[src/hw/rtl/dsu_ram.sv]
// Generic simple dual-port RAM: one write port, one read port with registered data.
// No dependencies.
module dsu_ram #(
  parameter int WIDTH  = 8,
  parameter int DEPTH  = 16,
  parameter int ADDR_W = $clog2(DEPTH)
) (
  input  logic              clk,
  input  logic              we,
  input  logic [ADDR_W-1:0] waddr,
  input  logic [WIDTH-1:0]  wdata,
  input  logic [ADDR_W-1:0] raddr,
  output logic [WIDTH-1:0]  rdata
);

  logic [WIDTH-1:0] mem [DEPTH];

  always_ff @(posedge clk) begin
    if (we) begin
      mem[waddr] <= wdata;
    end
    rdata <= mem[raddr];
  end

endmodule

[config.mk]
export PLATFORM = sky130hd
export DESIGN_NAME = dsu_ram
export DESIGN_NICKNAME = d
export VERILOG_FILES = /design/src/hw/rtl/dsu_ram.sv
export SDC_FILE = /design/constraint.sdc
export NUM_CORES = 1
export LEC_CHECK = 0
export ABC_AREA = 1
export BUFFER_PORTS_ARGS = -buffer_cell sky130_fd_sc_hd__clkbuf_2
export CAP_MARGIN = 0
export CORE_MARGIN = 2
export CORE_UTILIZATION = 50
export CTS_BUF_LIST = sky130_fd_sc_hd__clkbuf_4 sky130_fd_sc_hd__clkbuf_8
export DETAILED_ROUTE_END_ITERATION = 8
export PLACE_DENSITY = 0.73
export SLEW_MARGIN = 20
export SYNTH_ARGS = -nofsm -noshare
export SYNTH_HDL_FRONTEND = slang
export SYNTH_SLANG_ARGS = --single-unit
[constraint.sdc]
create_clock -name clk -period 1.45 [get_ports clk]
set_input_delay 0.0725 -clock clk [delete_from_list [all_inputs] [get_ports clk]]
set_output_delay 0.0725 -clock clk [all_outputs]
set_load 0.05 [all_outputs]
==> results by group <==
Run status
  – Status: completed

Timing
  – Max Clk Rate: 0.865 GHz
  – Pins over their slew limit: 0
  – RSZ-0062 raised after global routing: false
  – Final Cycle Share: 0.797
  – Worst Slack Setup Final: 0.294 ns
  – # setup viols final: 0
  – Slew HR: 0.601
  – Actual slew at the worst max-slew pin: 0.597 ns
  – Worst hold slack: 0.0605 ns
  – Setup Total Neg Slack: 0 ns
  – Final count of hold timing violations: 0
  – Skew final: 0.0132 ns
  – Final worst path period need: 1.16 ns

Logic synthesis
  – Synthesized area: 5770 um2
  – Synth top cells by count: nand2_1, edfxtp_1, inv_1
  – #FFs+latches synth: 136
  – Most frequent cell after synthesis: nand2_1
  – Register area share after synthesis: 0.694
  – Synth top area share: 0.667
  – Synthesized instance count: 551
  – Fraction of the mapped netlist area in simple logic gates: 0.210
  – XOR/XNOR share of the synthesized area: 0
  – Adder-Cell Fraction of Synth Area: 0
  – Post-synth EDFFs: 128
  – Ranking of synthesized cells by area: edfxtp_1, nand2_1, nand3_1, inv_1, dfxtp_1
  – Largest family of logic cells by synthesized area: simple AND/OR/NAND/NOR gates
  – Synth Flop Type: edfxtp_1
  – Yosys synthesis warning count: 0
  – Post-synthesis mux area share: 0
  – Area leader, netlist: edfxtp_1
  – Post-synthesis average cell area: 10.5 um2
  – Compound-gate portion of the synthesized area: 0
  – Post-synthesis async set-or-reset flop share: 0
  – Netlist cell types: 12
  – Syn_nets: 569

Floorplanning
  – DIE WIDTH: 111 um
  – FP Rows: 39
  – I/O pin total: 26
  – Die area: 12400 um2
  – Die height: 111 um
  – Initial Util: 0.509
  – Core area: 11300 um2

Worst setup path
  – Crit Path Category: reg -> out
  – Slowest CP cell: dfxtp_1
  – Crit-path cells: clkbuf_2
  – Bufs and invs on worst path: 1
  – Critical Path Sink Type: output pin
  – Type of origin of the critical path: flip-flop
  – Crit path arrival time: 1.08 ns
  – Critical Path RT: 1.38 ns
  – Crit-path max cell delay: 0.36 ns
  – Max Fanout on Critical Path: 1
  – Largest delay share family, worst path: flip-flops

Final layout
  – Synth-to-layout area growth: 12.5%
  – Final Instance Area: 6490 um2
  – Number of nets in the layout: 614
  – Antenna cell count: 0
  – Share of post-route cells with drive strength above 1: 0.130
  – Layout Utilization: 0.573
  – Register area: 4000 um2
  – Filler cell count: 939
  – Fin cells: 752
  – Area of the multi-input gates: 1210 um2

Placed design
  – Area after DPL: 6120 um2
  – Inst Count DP: 720
  – DP HPWL: 7930 um
  – Pre-CTS setup slack: 0.228 ns
  – Placer Congestion: 0.865
  – Port buffer count: 25

Hold path
  – Min-Delay Path Class: in -> reg

Clocking
  – TritonCTS clock tree: yes
  – Clock Pin Slew Worst Setup and Hold Paths: 0.08 ns
  – Clock sink count: 136
  – Total CTS buffers: 17
  – Worst skew pair latency: 0.44 ns
  – Post-CTS Setup Repair Bufs: 0
  – Clock Tree Buf Depth: 2
  – H-tree depth: 4
  – CTS Root Cell: clkbuf_8
  – # hold bufs at CTS: 0
  – Post_cts resized: 0

Route
  – Via count: 3902
  – Detailed Route Iter0 Violations: 334
  – ANT nets after route: 0
  – WL final: 12800 um
  – Via density per instance: 5.19
  – DR pass1 iterations: 7
  – Routed WL per cell: 17.0 um
  – Drc violations: 0

Run
  – Max_cap viols: 0

Power
  – Comb pwr share: 0.078
  – P_leak: 2.83 nW
  – Power per Cell Area: 1230 nW/um2
  – Worst VDD drop: 0.826 mV
  – Power Total: 7.98 mW
  – Clock share of power: 0.368
  – Net Sw Frac: 0.242
  – P_int: 6.05 mW
  – Net switching power figure: 1.93 mW
  – Sequential Power Share: 0.554

Global routing
  – Vias in the first global route: 3886
  – Initial antenna violation count: 0
  – First-pass GRT wire length: 20400 um
  – Gr ovfl total: 0
  – Total GRT Usage: 0.218
  – Pin count of the biggest net entering global routing: 65
==> path summary, 6_finish.rpt <==
kind,start,depth (start not counted),slack [ns],end
setup / recovery,rdata[6]$_DFF_P_,1,0.29,rdata[6]
hold / removal,raddr[3],3,0.06,rdata[3]$_DFF_P_
setup reg to reg,mem[1][4]$_DFFE_PP_,6,0.35,rdata[4]$_DFF_P_
hold reg to reg,mem[10][3]$_DFFE_PP_,6,0.66,rdata[3]$_DFF_P_
==> registers in the layout, summed over array words and instances, names as in the netlist <==
signal / cells
mem: 128
rdata: 8
==> routing by layer <==
layer	track usage	part of all wire	routed length, um	vias to the layer above
met3	0.0604	0.076	969	30
met2	0.361	0.49	6330	169
met4	0.0815	0.028	359	0
met1	0.277	0.40	5150	1841
met5	0	0	0	-
li1	-	-	-	1862
==> layout by cell type (no fill, tap or decap), drive strengths merged <==
master,netlist,layout
nand3,97,97
clkbuf,0,42
nor2,17,17
clkinvlp,0,5
clkinv,0,7
buf,24,25
bufinv,0,2
edfxtp,128,128
dfxtp,8,8
nand2,173,173
nand3b,2,2
inv,102,103
==> worst min-delay path, stage by stage <==
cell and delay, ns:
clkbuf_2 0.20, nand3_1 0.13, nand2_1 0.05
==> cell type report <==
class	count	area share
flip-flops and latches	136	0.617
multi-input cells	289	0.187
inverters	102	0.0590
repair buffers	50	0.0521
clock buffers	17	0.0361
well taps	143	0.0276
clock inverters	15	0.0208
==> power by group through the flow <==
stage / combinational [mW] / sequential, mW / clock, mW
CTS: 0.624 / 4.42 / 2.98
finish: 0.624 / 4.42 / 2.94
global route: 0.683 / 4.42 / 3.14
global placement: 0.601 / 4.50 / 0
detailed placement: 0.618 / 4.51 / 0
floorplan: 0.310 / 4.59 / 0
==> logic make-up after synthesis <==
| kind of cell | Yosys count |
|---|---|
| flip-flops | 136 |
| buffers and inverters | 126 |
| AND/OR/NAND/NOR | 289 |
Power figures use the tool's default switching activity.
